**src/design/deadline_task_table_assert.svh**
```systemverilog
// Assertion macros used by the deadline task table executor.
`ifndef DEADLINE_TASK_TABLE_ASSERT_SVH
`define DEADLINE_TASK_TABLE_ASSERT_SVH

// Same-cycle implication, checked out of reset.
`define DTT_ASSERT_NOW(lbl, ante, cons, msg) \
  lbl: assert property (@(posedge clk) disable iff (!rst_n) (ante) |-> (cons)) \
    else $error(msg);

// Next-cycle implication, checked out of reset.
`define DTT_ASSERT_NEXT(lbl, ante, cons, msg) \
  lbl: assert property (@(posedge clk) disable iff (!rst_n) (ante) |=> (cons)) \
    else $error(msg);

`endif

```
**src/design/dtt_pkg.sv**
```systemverilog
// Types and constants for the deadline task table.
`timescale 1ns / 1ps
package dtt_pkg;

  // Input word opcodes
  typedef enum logic [1:0] {
    OP_SCHED  = 2'd0,
    OP_TICK   = 2'd1,
    OP_REMOVE = 2'd2,
    OP_NONE   = 2'd3
  } op_t;

  // Executor sequencer states
  typedef enum logic [2:0] {
    S_IDLE,
    S_MERGE_RD,
    S_MERGE_WR,
    S_SCAN_RD,
    S_SCAN_EV,
    S_FINISH
  } bk_state_t;

  // One stored task
  typedef struct packed {
    logic [31:0] owner;
    logic [31:0] deadline;
    logic [31:0] tag;
    logic        real_clk;
  } task_t;

  // Classified command passed from front to back
  typedef struct packed {
    op_t         op;
    task_t       tsk;
    logic [31:0] real_now;
    logic [31:0] play_now;
  } cmd_t;

  localparam int unsigned QUEUE_DEPTH  = 2;
  localparam logic [4:0]  RESULT_LIMIT = 5'd16;
  localparam logic [4:0]  COUNT_SAT    = 5'd31;
  localparam logic [31:0] DEADLINE_MAX = 32'hFFFF_FFFF;

endpackage

```
**src/design/dtt_front.sv**
```systemverilog
// Front end: decodes an input word and works out the saturated deadline.
`timescale 1ns / 1ps
module dtt_front (
  input  logic              in_valid,
  output logic              in_ready,
  input  logic [1:0]        in_opcode,
  input  logic [31:0]       in_owner_id,
  input  logic              in_use_real_clock,
  input  logic [31:0]       in_delay_ms,
  input  logic [31:0]       in_task_tag,
  input  logic [31:0]       in_real_now_ms,
  input  logic [31:0]       in_playback_now_ms,
  input  logic              q_full,
  output logic              q_push,
  output dtt_pkg::cmd_t     q_cmd
);
  import dtt_pkg::*;

  logic [31:0] base;
  logic [32:0] sum;

  // Deadline = chosen clock + delay, clamped on overflow
  assign base = in_use_real_clock ? in_real_now_ms : in_playback_now_ms;
  assign sum  = {1'b0, base} + {1'b0, in_delay_ms};

  always_comb begin
    q_cmd.op           = op_t'(in_opcode);
    q_cmd.tsk.owner    = in_owner_id;
    q_cmd.tsk.deadline = sum[32] ? DEADLINE_MAX : sum[31:0];
    q_cmd.tsk.tag      = in_task_tag;
    q_cmd.tsk.real_clk = in_use_real_clock;
    q_cmd.real_now     = in_real_now_ms;
    q_cmd.play_now     = in_playback_now_ms;
  end

  assign in_ready = !q_full;
  assign q_push   = in_valid && !q_full;

endmodule

```
**src/design/dtt_cmd_queue.sv**
```systemverilog
// Short command queue between the front end and the executor.
`timescale 1ns / 1ps
module dtt_cmd_queue (
  input  logic          clk,
  input  logic          rst_n,
  input  logic          push,
  input  dtt_pkg::cmd_t push_cmd,
  output logic          full,
  output logic          valid,
  output dtt_pkg::cmd_t head,
  input  logic          pop
);
  import dtt_pkg::*;

  localparam int unsigned PW = $clog2(QUEUE_DEPTH);
  localparam int unsigned NW = $clog2(QUEUE_DEPTH + 1);

  cmd_t          slot_r [QUEUE_DEPTH];
  logic [PW-1:0] wp_r, wp_nxt;
  logic [PW-1:0] rp_r, rp_nxt;
  logic [NW-1:0] cnt_r, cnt_nxt;

  assign full  = (cnt_r == NW'(QUEUE_DEPTH));
  assign valid = (cnt_r != '0);
  assign head  = slot_r[rp_r];

  // Pointer and fill count update
  always_comb begin
    wp_nxt  = wp_r;
    rp_nxt  = rp_r;
    cnt_nxt = cnt_r;
    if (push) begin
      wp_nxt = (wp_r == PW'(QUEUE_DEPTH - 1)) ? '0 : wp_r + PW'(1);
    end
    if (pop) begin
      rp_nxt = (rp_r == PW'(QUEUE_DEPTH - 1)) ? '0 : rp_r + PW'(1);
    end
    if (push && !pop) begin
      cnt_nxt = cnt_r + NW'(1);
    end else if (pop && !push) begin
      cnt_nxt = cnt_r - NW'(1);
    end
  end

  always_ff @(posedge clk) begin
    if (!rst_n) begin
      wp_r  <= '0;
      rp_r  <= '0;
      cnt_r <= '0;
    end else begin
      wp_r  <= wp_nxt;
      rp_r  <= rp_nxt;
      cnt_r <= cnt_nxt;
    end
  end

  // Payload slots
  always_ff @(posedge clk) begin
    if (push) begin
      slot_r[wp_r] <= push_cmd;
    end
  end

endmodule

```
**src/design/dtt_back.sv**
```systemverilog
// Executor: pending list, active table, merge and compacting scan, result register.
`timescale 1ns / 1ps
`include "deadline_task_table_assert.svh"
module dtt_back #(
  parameter int unsigned TASK_SLOTS    = 16,
  parameter int unsigned PENDING_SLOTS = 8
) (
  input  logic          clk,
  input  logic          rst_n,
  input  logic          q_valid,
  input  dtt_pkg::cmd_t q_cmd,
  output logic          q_pop,
  output logic          out_valid,
  input  logic          out_ready,
  output logic          out_fired_valid,
  output logic [31:0]   out_fired_owner,
  output logic [31:0]   out_fired_tag,
  output logic [4:0]    out_active_count,
  output logic          out_status,
  output logic          out_last
);
  import dtt_pkg::*;

  localparam int unsigned AW  = $clog2(TASK_SLOTS);
  localparam int unsigned CW  = $clog2(TASK_SLOTS + 1);
  localparam int unsigned PAW = (PENDING_SLOTS > 1) ? $clog2(PENDING_SLOTS) : 1;
  localparam int unsigned PCW = $clog2(PENDING_SLOTS + 1);
  localparam int unsigned SW  = ((CW > PCW) ? CW : PCW) + 1;
  localparam int unsigned XW  = (CW > 5) ? CW : 5;

  // Task stores
  task_t act_mem  [TASK_SLOTS];
  task_t pend_mem [PENDING_SLOTS];
  task_t act_q, pend_q;

  logic           act_we, act_re, pend_we, pend_re;
  logic [AW-1:0]  act_waddr, act_raddr;
  logic [PAW-1:0] pend_waddr, pend_raddr;
  task_t          act_wdata;

  // Control state
  bk_state_t      st_r, st_nxt;
  cmd_t           cmd_r, cmd_nxt;
  logic [CW-1:0]  au_r, au_nxt;
  logic [PCW-1:0] pu_r, pu_nxt;
  logic [PCW-1:0] pi_r, pi_nxt;
  logic [CW-1:0]  i_r, i_nxt;
  logic [CW-1:0]  wr_r, wr_nxt;
  logic [4:0]     fired_r, fired_nxt;
  logic [4:0]     cnt_r, cnt_nxt;
  logic           status_r, status_nxt;
  logic           held_v_r, held_v_nxt;
  task_t          held_r, held_nxt;

  // Result register
  logic           out_v_r, out_v_nxt;
  logic           o_fv_r, o_fv_nxt;
  logic [31:0]    o_owner_r, o_owner_nxt;
  logic [31:0]    o_tag_r, o_tag_nxt;
  logic [4:0]     o_cnt_r, o_cnt_nxt;
  logic           o_status_r, o_status_nxt;
  logic           o_last_r, o_last_nxt;

  logic           out_free, drop, hit, advance;
  logic [SW-1:0]  total;
  logic [XW-1:0]  au_x;
  logic [31:0]    now_ms;
  logic [PCW-1:0] pi_inc;
  logic [CW-1:0]  i_inc;

  assign out_free = !out_v_r || out_ready;
  assign total    = SW'(au_r) + SW'(pu_r);
  assign drop     = (pu_r >= PCW'(PENDING_SLOTS)) || (total >= SW'(TASK_SLOTS));
  assign au_x     = XW'(au_r);
  assign now_ms   = act_q.real_clk ? cmd_r.real_now : cmd_r.play_now;
  assign pi_inc   = pi_r + PCW'(1);
  assign i_inc    = i_r + CW'(1);

  // Due test on a tick, owner match on a remove
  assign hit = (cmd_r.op == OP_TICK) ?
               ((fired_r < RESULT_LIMIT) && (now_ms > act_q.deadline)) :
               (act_q.owner == cmd_r.tsk.owner);

  // Sequencer: next state, store controls and result loading
  always_comb begin
    st_nxt       = st_r;
    cmd_nxt      = cmd_r;
    au_nxt       = au_r;
    pu_nxt       = pu_r;
    pi_nxt       = pi_r;
    i_nxt        = i_r;
    wr_nxt       = wr_r;
    fired_nxt    = fired_r;
    cnt_nxt      = cnt_r;
    status_nxt   = status_r;
    held_v_nxt   = held_v_r;
    held_nxt     = held_r;
    out_v_nxt    = out_v_r && !out_ready;
    o_fv_nxt     = o_fv_r;
    o_owner_nxt  = o_owner_r;
    o_tag_nxt    = o_tag_r;
    o_cnt_nxt    = o_cnt_r;
    o_status_nxt = o_status_r;
    o_last_nxt   = o_last_r;
    q_pop        = 1'b0;
    act_we       = 1'b0;
    act_re       = 1'b0;
    act_waddr    = au_r[AW-1:0];
    act_raddr    = i_r[AW-1:0];
    act_wdata    = pend_q;
    pend_we      = 1'b0;
    pend_re      = 1'b0;
    pend_waddr   = pu_r[PAW-1:0];
    pend_raddr   = pi_r[PAW-1:0];
    advance      = 1'b1;

    case (st_r)
      S_IDLE: begin
        if (q_valid) begin
          q_pop      = 1'b1;
          cmd_nxt    = q_cmd;
          i_nxt      = '0;
          wr_nxt     = '0;
          pi_nxt     = '0;
          fired_nxt  = '0;
          cnt_nxt    = '0;
          status_nxt = 1'b0;
          held_v_nxt = 1'b0;
          case (q_cmd.op)
            OP_SCHED: begin
              if (drop) begin
                status_nxt = 1'b1;
              end else begin
                pend_we = 1'b1;
                pu_nxt  = pu_r + PCW'(1);
              end
              st_nxt = S_FINISH;
            end
            OP_TICK: begin
              cnt_nxt = (au_x > XW'(COUNT_SAT)) ? COUNT_SAT : au_x[4:0];
              if (pu_r != '0) begin
                st_nxt = S_MERGE_RD;
              end else if (au_r != '0) begin
                st_nxt = S_SCAN_RD;
              end else begin
                st_nxt = S_FINISH;
              end
            end
            OP_REMOVE: begin
              st_nxt = (au_r != '0) ? S_SCAN_RD : S_FINISH;
            end
            default: begin
              st_nxt = S_FINISH;
            end
          endcase
        end
      end

      // Pending list appended to the table in order
      S_MERGE_RD: begin
        pend_re = 1'b1;
        st_nxt  = S_MERGE_WR;
      end

      S_MERGE_WR: begin
        act_we = 1'b1;
        au_nxt = au_r + CW'(1);
        pi_nxt = pi_inc;
        if (pi_inc == pu_r) begin
          pu_nxt = '0;
          st_nxt = S_SCAN_RD;
        end else begin
          st_nxt = S_MERGE_RD;
        end
      end

      S_SCAN_RD: begin
        act_re = 1'b1;
        st_nxt = S_SCAN_EV;
      end

      // Fire or drop on a hit, otherwise compact the entry down
      S_SCAN_EV: begin
        if (hit) begin
          if (cmd_r.op == OP_TICK) begin
            if (held_v_r) begin
              if (out_free) begin
                out_v_nxt    = 1'b1;
                o_fv_nxt     = 1'b1;
                o_owner_nxt  = held_r.owner;
                o_tag_nxt    = held_r.tag;
                o_cnt_nxt    = cnt_r;
                o_status_nxt = 1'b0;
                o_last_nxt   = 1'b0;
              end else begin
                advance = 1'b0;
              end
            end
            if (advance) begin
              held_v_nxt = 1'b1;
              held_nxt   = act_q;
              fired_nxt  = fired_r + 5'd1;
            end
          end
        end else begin
          act_we    = 1'b1;
          act_waddr = wr_r[AW-1:0];
          act_wdata = act_q;
          wr_nxt    = wr_r + CW'(1);
        end
        if (advance) begin
          i_nxt  = i_inc;
          st_nxt = (i_inc == au_r) ? S_FINISH : S_SCAN_RD;
        end
      end

      // Closing word of the item
      S_FINISH: begin
        if (out_free) begin
          out_v_nxt    = 1'b1;
          o_fv_nxt     = held_v_r;
          o_owner_nxt  = held_v_r ? held_r.owner : '0;
          o_tag_nxt    = held_v_r ? held_r.tag : '0;
          o_cnt_nxt    = cnt_r;
          o_status_nxt = status_r;
          o_last_nxt   = 1'b1;
          if (cmd_r.op == OP_TICK || cmd_r.op == OP_REMOVE) begin
            au_nxt = wr_r;
          end
          st_nxt = S_IDLE;
        end
      end

      default: begin
        st_nxt = S_IDLE;
      end
    endcase
  end

  always_ff @(posedge clk) begin
    if (!rst_n) begin
      st_r     <= S_IDLE;
      au_r     <= '0;
      pu_r     <= '0;
      pi_r     <= '0;
      i_r      <= '0;
      wr_r     <= '0;
      fired_r  <= '0;
      held_v_r <= 1'b0;
      out_v_r  <= 1'b0;
    end else begin
      st_r     <= st_nxt;
      au_r     <= au_nxt;
      pu_r     <= pu_nxt;
      pi_r     <= pi_nxt;
      i_r      <= i_nxt;
      wr_r     <= wr_nxt;
      fired_r  <= fired_nxt;
      held_v_r <= held_v_nxt;
      out_v_r  <= out_v_nxt;
    end
  end

  // Payload registers
  always_ff @(posedge clk) begin
    cmd_r      <= cmd_nxt;
    cnt_r      <= cnt_nxt;
    status_r   <= status_nxt;
    held_r     <= held_nxt;
    o_fv_r     <= o_fv_nxt;
    o_owner_r  <= o_owner_nxt;
    o_tag_r    <= o_tag_nxt;
    o_cnt_r    <= o_cnt_nxt;
    o_status_r <= o_status_nxt;
    o_last_r   <= o_last_nxt;
  end

  // Active table memory, registered read
  always_ff @(posedge clk) begin
    if (act_we) begin
      act_mem[act_waddr] <= act_wdata;
    end
    if (act_re) begin
      act_q <= act_mem[act_raddr];
    end
  end

  // Pending list memory, registered read
  always_ff @(posedge clk) begin
    if (pend_we) begin
      pend_mem[pend_waddr] <= q_cmd.tsk;
    end
    if (pend_re) begin
      pend_q <= pend_mem[pend_raddr];
    end
  end

  assign out_valid        = out_v_r;
  assign out_fired_valid  = o_fv_r;
  assign out_fired_owner  = o_owner_r;
  assign out_fired_tag    = o_tag_r;
  assign out_active_count = o_cnt_r;
  assign out_status       = o_status_r;
  assign out_last         = o_last_r;

  // Checks
  `DTT_ASSERT_NOW(a_active_bound, 1'b1, au_r <= CW'(TASK_SLOTS), "active count overflow")
  `DTT_ASSERT_NOW(a_merge_fits, st_r == S_MERGE_WR, au_r < CW'(TASK_SLOTS), "merge overflow")
  `DTT_ASSERT_NOW(a_compact_order, st_r == S_SCAN_EV, wr_r <= i_r, "compaction overtook scan")
  `DTT_ASSERT_NOW(a_fire_limit, 1'b1, fired_r <= RESULT_LIMIT, "too many fired words")
  `DTT_ASSERT_NEXT(a_finish_done, st_r == S_FINISH && out_free, st_r == S_IDLE, "finish stuck")

endmodule

```
**src/design/deadline_task_table.sv**
```systemverilog
// Top level of the deadline task table.
`timescale 1ns / 1ps
// Deadline task table. Input words schedule a task (owner, tag, deadline = chosen clock + delay,
// clamped at the maximum), tick the table, or remove the active tasks of one owner. A schedule
// lands in a pending list and is dropped with status 1 when that list or the whole table is
// full. A tick reports the active count taken before the merge, appends the pending tasks and
// fires, in table order, every task whose clock is strictly past its deadline (at most 16 per
// tick); the final word of each item carries last. The front end decodes words into a
// two-entry command queue, so it keeps taking words while the executor works. In the executor each
// pending task of a tick is read and written in the merge, then scanned with the rest; the
// pending and active memories have registered reads, and the executor waits while a result
// word is not taken. An accepted word is registered in the queue before the executor picks it
// up. Results are held in an output register.
module deadline_task_table #(
  parameter int unsigned TASK_SLOTS    = 16,
  parameter int unsigned PENDING_SLOTS = 8
) (
  input  logic        clk,
  input  logic        rst_n,
  input  logic        in_valid,
  output logic        in_ready,
  input  logic [1:0]  in_opcode,
  input  logic [31:0] in_owner_id,
  input  logic        in_use_real_clock,
  input  logic [31:0] in_delay_ms,
  input  logic [31:0] in_task_tag,
  input  logic [31:0] in_real_now_ms,
  input  logic [31:0] in_playback_now_ms,
  output logic        out_valid,
  input  logic        out_ready,
  output logic        out_fired_valid,
  output logic [31:0] out_fired_owner,
  output logic [31:0] out_fired_tag,
  output logic [4:0]  out_active_count,
  output logic        out_status,
  output logic        out_last
);
  import dtt_pkg::*;

  logic q_full, q_push, q_valid, q_pop;
  cmd_t push_cmd, head_cmd;

  dtt_front u_front (
    .in_valid           (in_valid),
    .in_ready           (in_ready),
    .in_opcode          (in_opcode),
    .in_owner_id        (in_owner_id),
    .in_use_real_clock  (in_use_real_clock),
    .in_delay_ms        (in_delay_ms),
    .in_task_tag        (in_task_tag),
    .in_real_now_ms     (in_real_now_ms),
    .in_playback_now_ms (in_playback_now_ms),
    .q_full             (q_full),
    .q_push             (q_push),
    .q_cmd              (push_cmd)
  );

  dtt_cmd_queue u_queue (
    .clk      (clk),
    .rst_n    (rst_n),
    .push     (q_push),
    .push_cmd (push_cmd),
    .full     (q_full),
    .valid    (q_valid),
    .head     (head_cmd),
    .pop      (q_pop)
  );

  dtt_back #(
    .TASK_SLOTS    (TASK_SLOTS),
    .PENDING_SLOTS (PENDING_SLOTS)
  ) u_back (
    .clk              (clk),
    .rst_n            (rst_n),
    .q_valid          (q_valid),
    .q_cmd            (head_cmd),
    .q_pop            (q_pop),
    .out_valid        (out_valid),
    .out_ready        (out_ready),
    .out_fired_valid  (out_fired_valid),
    .out_fired_owner  (out_fired_owner),
    .out_fired_tag    (out_fired_tag),
    .out_active_count (out_active_count),
    .out_status       (out_status),
    .out_last         (out_last)
  );

endmodule

```
**config.mk**
```make
export PLATFORM = sky130hd
export DESIGN_NAME = deadline_task_table
export DESIGN_NICKNAME = d
export VERILOG_FILES = /design/src/design/dtt_pkg.sv /design/src/design/dtt_front.sv /design/src/design/dtt_cmd_queue.sv /design/src/design/dtt_back.sv /design/src/design/deadline_task_table.sv
export VERILOG_INCLUDE_DIRS = /design/src /design/src/design
export SDC_FILE = /design/constraint.sdc
export NUM_CORES = 2
export LEC_CHECK = 0
export BUFFER_PORTS_ARGS = -buffer_cell sky130_fd_sc_hd__buf_2
export CAP_MARGIN = 20
export CORE_UTILIZATION = 26
export CTS_BUF_LIST = sky130_fd_sc_hd__clkbuf_16
export CTS_CLUSTER_SIZE = 40
export DETAILED_ROUTE_END_ITERATION = 10
export HOLD_SLACK_MARGIN = 0.08
export PLACE_DENSITY = 0.47
export SLEW_MARGIN = 40
export SYNTH_ARGS = -nofsm -noshare
export SYNTH_HDL_FRONTEND = slang
export SYNTH_SLANG_ARGS = --single-unit
```
**constraint.sdc**
```tcl
create_clock -name clk -period 15.33 [get_ports clk]
set_input_delay 3.066 -clock clk [delete_from_list [all_inputs] [get_ports clk]]
set_output_delay 3.066 -clock clk [all_outputs]
set_load 0.02 [all_outputs]
```
======== After elaboration in Yosys (flattened, before gate mapping) ========
Memories as Yosys holds them, arrays and structs flattened. A register that Yosys moved wholly into a read port is not among the register bits.
Cells that the tools add are included.
word-level totals
  register bits after elaboration ......... 277
  RAM bits ................................ 2654
  word-level logic and storage cells ...... 216
  memories kept ........................... 3
operators by class
  add/subtract/negate cells ............... 12
  magnitude comparators ................... 5
  equality and inequality tests ........... 26
  muxes and demuxes ....................... 110
  reduce and logical (&&, ||, !) cells .... 34
memory list
  memory           depth  bits a word  rd ports  clocked after memory_dff  wr ports  line                 text
  u_back.act_mem   16     97           1         1                         1         dtt_back.sv:32       task_t act_mem [TASK_SLOTS];
  u_back.pend_mem  8      97           1         1                         1         dtt_back.sv:33       task_t pend_mem [PENDING_SLOTS];
  u_queue.slot_r   2      163          1         1                         1         dtt_cmd_queue.sv:18  cmd_t slot_r [QUEUE_DEPTH];
operators by type and width
  kind                 count
  $mux 32              15
  $mux 97              2
  $pmux 32 s2          2
  $mux 5               13
  $pmux 5 s2           5
  $mux 1               47
  $add 32x32->33       1
  $eq 32x32->1         1
  $gt 32x32->1         1
  $mux 4               7
  $add 5x1->5 const B  4
  $mux 3               6
  $ne 2x1->1 const B   9
  $pmux 3 s6           1
  $pmux 4 s2           2
  $pmux 1 s2           6
  $reduce_and 3->1     4
  $reduce_bool 2->1    6
  $reduce_and 5->1     2
  $add 4x1->4 const B  2
  $ne 2x2->1 const B   4
  $reduce_and 4->1     2
  $add 5x4->6          1
  $eq 2x2->1 const B   3
  24 further kinds     41

======== Logic depth before layout (Yosys ltp) ========
  depth after elaboration ................. 12
  mapped depth ............................ 15
  gate-level depth less buffers ........... 13

======== Hierarchy ========
From an unflattened synthesis, not the netlist that was laid out.
second synthesis, totals
  cells, all modules ...................... 5386
  area, all modules ....................... 121078.6 sq um
by module, submodules not included
  module         times used  cells each  area an instance (sq um)
  dtt_back       1           4416        105558.7
  dtt_cmd_queue  1           529         12253.0
  dtt_front      1           441         3266.9

======== Worst setup path before layout ========
Ideal clock, no wire load.
  path kind ............................... register to register
  from .................................... register u_back.st_r[1]
  to ...................................... memory u_back.pend_mem[0][0] (netlist bit), enable pin
  library setup time ...................... 0.671 ns
  arrival time ............................ 10.251 ns
  path slack .............................. 4.407 ns
  stages on the path, launching flop included .. 8
  path buffers ............................ 1
  clock period less this slack ............ 10.923 ns
  cell sequence ........................... dfxtp_1 > clkbuf_1 > nor3_1 > nand2_1 > inv_1 > and3_1 > nand2_1 > nor3_1
on the way
  longest elaborated chain between the ends .. 4
ends and longest elaborated chain
  item                          line             text
  start: declaration            dtt_back.sv:42   bk_state_t st_r, st_nxt;
  start signal: assignment      dtt_back.sv:252  st_r <= st_nxt;
  $logic_not 3->1               dtt_back.sv:117  case (st_r)
  $mux 1                        dtt_back.sv:117
  $mux 1                        dtt_back.sv:290  if (pend_we) begin
  $mux 1 (implied by the code)  dtt_back.sv:291  pend_mem[pend_waddr] <= q_cmd.tsk;
  end: declaration              dtt_back.sv:33
No other way between the ends.

======== Final worst setup path ========
  from .................................... register u_back.act_q[0] (netlist name)
  to ...................................... memory u_back.act_mem[10][24] (netlist bit), enable pin
on the way
  longest elaborated chain between the ends .. 8
  elaborated cells on any way between the ends .. 10
  classes of those cells .................. 1 x order compare; 8 x mux; 1 x reduce/logical
ends and longest elaborated chain
  item                          line             text
  $mux 32 *                     dtt_back.sv:75   assign now_ms = act_q.real_clk ? cmd_r.real_now : cmd_r.play_now;
  $gt 32x32->1 *                dtt_back.sv:81   ((fired_r < RESULT_LIMIT) && (now_ms > act_q.deadline)) :
  $logic_and 1x1->1 *           dtt_back.sv:81
  $mux 1 *                      dtt_back.sv:80   assign hit = (cmd_r.op == OP_TICK) ?
  $mux 1                        dtt_back.sv:184  if (hit) begin
  $pmux 1 s2                    dtt_back.sv:117
  $mux 1                        dtt_back.sv:280  if (act_we) begin
  $mux 1 (implied by the code)  dtt_back.sv:281  act_mem[act_waddr] <= act_wdata;
  end: declaration              dtt_back.sv:32
Mark *: on every way between the ends. The rest lies on a longest branch, timed or not.

==> flow_metrics.py <==
metrics = {
    "outcome": {
        "status": "complete, no violations",
    },
    "clock_network": {
        "clockBufferDepth": 4,
        "cts_inserted_buffers": 350,
        "cts_sinks": 3126,
        "cts_tree": "yes",
        "cts-root-buf": "clkbuf_16",
        "clock_latency_ns": 0.91,
        "cts_hold_buf": 0,
        "cts_resized": 0,
        "cts.clk_slew.worst_paths_ns": 0.06,
        "post_cts_buffers": 0,
        "htreeDepth": 5,
    },
    "pwr": {
        "cellPowerDensity_nw_per_um2": 159,
        "vdd.ir_drop.worst_v": 0.000105,
        "p_leak_nw": 43.3,
        "switching_share_pct": 25.4,
        "p_int_mw": 16.7,
        "power.share.combinational_pct": 14.2,
        "p_sw_mw": 5.69,
        "power_frac_seq_pct": 49.7,
        "p_clk_share_pct": 36.1,
    },
    "detailed_routing": {
        "wl_per_cell_microns": 26.5,
        "vias": 54600,
        "firstDrtPassIters": 7,
        "postRouteAntennaNets": 0,
        "drc": 0,
        "totalWireLength_mm": 321,
        "via_per_inst": 4.51,
        "drt_iter0_drc": 4412,
    },
    "cells_and_area": {
        "fin_cells": 12100,
        "areaGrowthSynthToFinish_pct": 17.6,
        "final_area_sq_um": 141000,
        "final_util_pct": 30.8,
        "drive_gt1_share_pct": 33.4,
        "final_nets": 5973,
    },
    "timing": {
        "finalMaxSlewViolations": 0,
        "tightest_slew_ns": 0.867,
        "finalClockSkew_ns": 0.0538,
        "fin_crit_ns": 6.85,
        "tns_ns": 0,
        "max_freq_ghz": 0.146,
        "rsz0062_at_grt": "no",
        "finalHoldViolations": 0,
        "fin_ws_ns": 8.48,
        "setup_violations": 0,
        "relSlewSlack_pct": 42.2,
        "period_share_pct": 44.7,
    },
    "critical_path": {
        "reg2reg_from": "u_back.act_q[0]",
        "crit_start": "u_back.act_q[0]",
        "r2r-end": "u_back.act_mem[10][24]",
        "cp.arrival_ns": 7.37,
        "regToRegSetupSlack_ns": 8.48,
        "crit_fanout": 46,
        "critical_path.startpoint_type": "flip-flop",
        "crit_path_end_kind": "flip-flop",
        "reg2reg_depth": 15,
        "crit_type": "reg -> reg",
        "endpoint": "u_back.act_mem[10][24]",
        "required_ns": 15.85,
    },
    "logic_synthesis": {
        "synthesis.nets": 5473,
        "synth-seq-cells": 3126,
        "ys_seq_area_share_pct": 78.1,
        "synth_cell_types": 68,
        "synth_ff_type": "edfxtp_1",
        "syn_inst": 5224,
        "yosysWarnings": 0,
        "ys_async_sr_fraction_pct": 0,
        "syn_area_sq_um": 120000,
        "synth-edff-count": 3088,
        "syn_avg_cell_area_sq_um": 22.9,
    },
    "global_route": {
        "grt.total_usage_pct": 13.6,
        "grt_pass1_vias": 57800,
        "overflow": 0,
        "antenna_found_initial": 54,
        "grt_pass1_wl_mm": 452,
        "grt_max_degree": 105,
    },
    "placement": {
        "dpl_cell_area_sq_um": 130000,
        "place_hpwl_mm": 186,
        "place_ws_ns": 7.80,
        "placed_cells": 11500,
        "gp_congestion": 0.749,
        "numPortBuffers": 240,
    },
    "die": {
        "die_w_microns": 681,
        "core_sq_um": 457000,
        "die_area_sq_um": 463000,
        "fp.dieH_microns": 681,
        "io_pins": 241,
        "start_util_pct": 26.2,
        "rows": 248,
    },
    "hold_path": {
        "min_path_cells": 0,
        "hold_path_class": "reg -> reg",
    },
    "run": {
        "drv_cap": 0,
    },
}
## metrics by stage
stage,power (mW),hold WS (ns)
finish,22.3,0.420
global route,23.2,0.424
CTS,22.7,0.422
detailed placement,14.5,0.408
global placement,14.4,0.418
floorplan,13.2,0.400
## synth_stat cells, drive strengths merged (3+ instances only)
| library cell | number | area share (%) |
|---|---|---|
| edfxtp | 3088 | 77 |
| mux4 | 679 | 13 |
| mux2 | 417 | 4.0 |
| clkbuf | 165 | 0.52 |
| nand2 | 88 | 0.28 |
| ha | 81 | 0.85 |
| nor2b | 75 | 0.39 |
| buf | 68 | 0.26 |
| inv | 61 | 0.19 |
| nor2 | 54 | 0.18 |
| a21oi | 50 | 0.21 |
| xor2 | 48 | 0.35 |
| dfxtp | 38 | 0.64 |
| o21ai | 35 | 0.15 |
| nand3 | 30 | 0.13 |
| a21o | 26 | 0.16 |
| xnor2 | 24 | 0.18 |
| nand2b | 18 | 0.094 |
| nand4 | 16 | 0.084 |
| nor3 | 16 | 0.071 |
| o22ai | 14 | 0.073 |
| and2 | 11 | 0.057 |
| o21a | 11 | 0.069 |
| and3 | 10 | 0.052 |
| o31ai | 10 | 0.078 |
| a211oi | 9 | 0.061 |
| nor4 | 9 | 0.047 |
| o211ai | 8 | 0.050 |
| mux2i | 6 | 0.050 |
| or3 | 6 | 0.031 |
| a221oi | 5 | 0.042 |
| a2111oi | 4 | 0.050 |
| nand3b | 4 | 0.025 |
| nor3b | 4 | 0.025 |
| o21bai | 4 | 0.025 |
| or2 | 4 | 0.021 |
| a21boi | 3 | 0.019 |
| a31oi | 3 | 0.028 |
| o2111ai | 3 | 0.027 |
| o32ai | 3 | 0.022 |
## cells in the final DEF, fill, tap and decap left out, types with 49 or more instances in the layout
cell / netlist / routed
nor2b_1: 75 / 75
ha_1: 81 / 81
buf_4: 0 / 64
mux2_2: 375 / 375
buf_2: 12 / 240
nand2_1: 88 / 88
clkinv_1: 1 / 85
edfxtp_1: 3088 / 3088
clkinv_2: 0 / 49
mux4_2: 679 / 679
a21oi_1: 50 / 50
inv_1: 61 / 126
clkbuf_16: 0 / 355
## how the worst min path moves through the flow
| stage | slack, ns | from | to |
|---|---|---|---|
| CTS | 0.42 | u_back.cnt_r[2] | u_back.out_active_count[2] |
| global placement | 0.42 | u_back.cnt_r[2] | u_back.out_active_count[2] |
| detailed placement | 0.41 | u_back.cnt_r[2] | u_back.out_active_count[2] |
| floorplan | 0.40 | u_back.cnt_r[0] | u_back.out_active_count[0] |
| global route | 0.42 | u_back.cnt_r[3] | u_back.out_active_count[3] |
| finish | 0.42 | u_back.cnt_r[2] | u_back.out_active_count[2] |
## area by class of cell
class,instances,area [sq um]
Tap cell,6125,7660
Multi-Input combinational cell,1803,25400
Antenna cell,2,5.00
Sequential cell,3126,93500
Inverter,62,240
Clock inverter,263,2100
Timing Repair Buffer,381,3030
Clock buffer,355,8880
Fill cell,43900,317000
## metal layers
| metal | part of all wire [%] | wire (microns) | vias up | global-route usage (%) |
|---|---|---|---|---|
| met1 | 44 | 140000 | 29900 | 18.0 |
| met3 | 3.9 | 12400 | 469 | 1.65 |
| met2 | 50 | 162000 | 1303 | 23.8 |
| met5 | 0.0025 | 8 | - | 0 |
| li1 | - | - | 22900 | - |
| met4 | 2.1 | 6870 | 2 | 2.96 |
## cell families after synthesis
| family | Yosys count | synth area share, % |
|---|---|---|
| XOR/XNOR | 72 | 0.527 |
| flip-flops | 3126 | 78.1 |
| adder cells (fa/ha/maj) | 82 | 0.863 |
| AO/OA/AOI/OAI | 198 | 1.15 |
| multiplexers | 1102 | 16.9 |
| AND/OR/NAND/NOR | 349 | 1.50 |
| buffers and inverters | 295 | 0.975 |
## critical path: stages (launching register included)
cell and delay, ns:
edfxtp_1 0.32, buf_4 0.42, mux2_2 0.40, ha_1 0.29, a21o_1 0.18, a21o_1 0.17, a21oi_1 0.17, o21ai_1 0.15
a2111oi_4 0.50, a31oi_4 0.30, nor2_4 0.14, buf_4 0.63, nand3_1 0.48, o22ai_4 0.75, buf_4 0.73, buf_6 0.63
## power groups by stage
stage | Sequential, mW | Clock (mW) | Combinational (mW)
final | 11.1 | 8.07 | 3.18
after global routing | 11.1 | 8.60 | 3.45
after CTS | 11.1 | 8.31 | 3.26
after detailed placement | 11.3 | 0 | 3.25
after global placement | 11.3 | 0 | 3.13
after floorplan | 11.2 | 0 | 2.02
## sequential cells by signal, indices dropped and copies added, names as in the netlist, 3 cells and up, named ones only
name and count:
u_back.held_r 64, u_back.act_q 97, u_back.au_r 5, u_back.cnt_r 5
u_back.pu_r 4, u_back.cmd_r 98, u_back.act_mem 1552, u_back.out_active_count 5
u_back.pi_r 4, u_back.out_fired_owner 32, u_back.i_r 5, u_back.pend_mem 776
u_queue.slot_r 326, u_back.st_r 3, u_back.wr_r 5, u_back.out_fired_tag 32
u_back.pend_q 97, u_back.fired_r 5
Note: power is estimated with default switching activity, not from simulation.
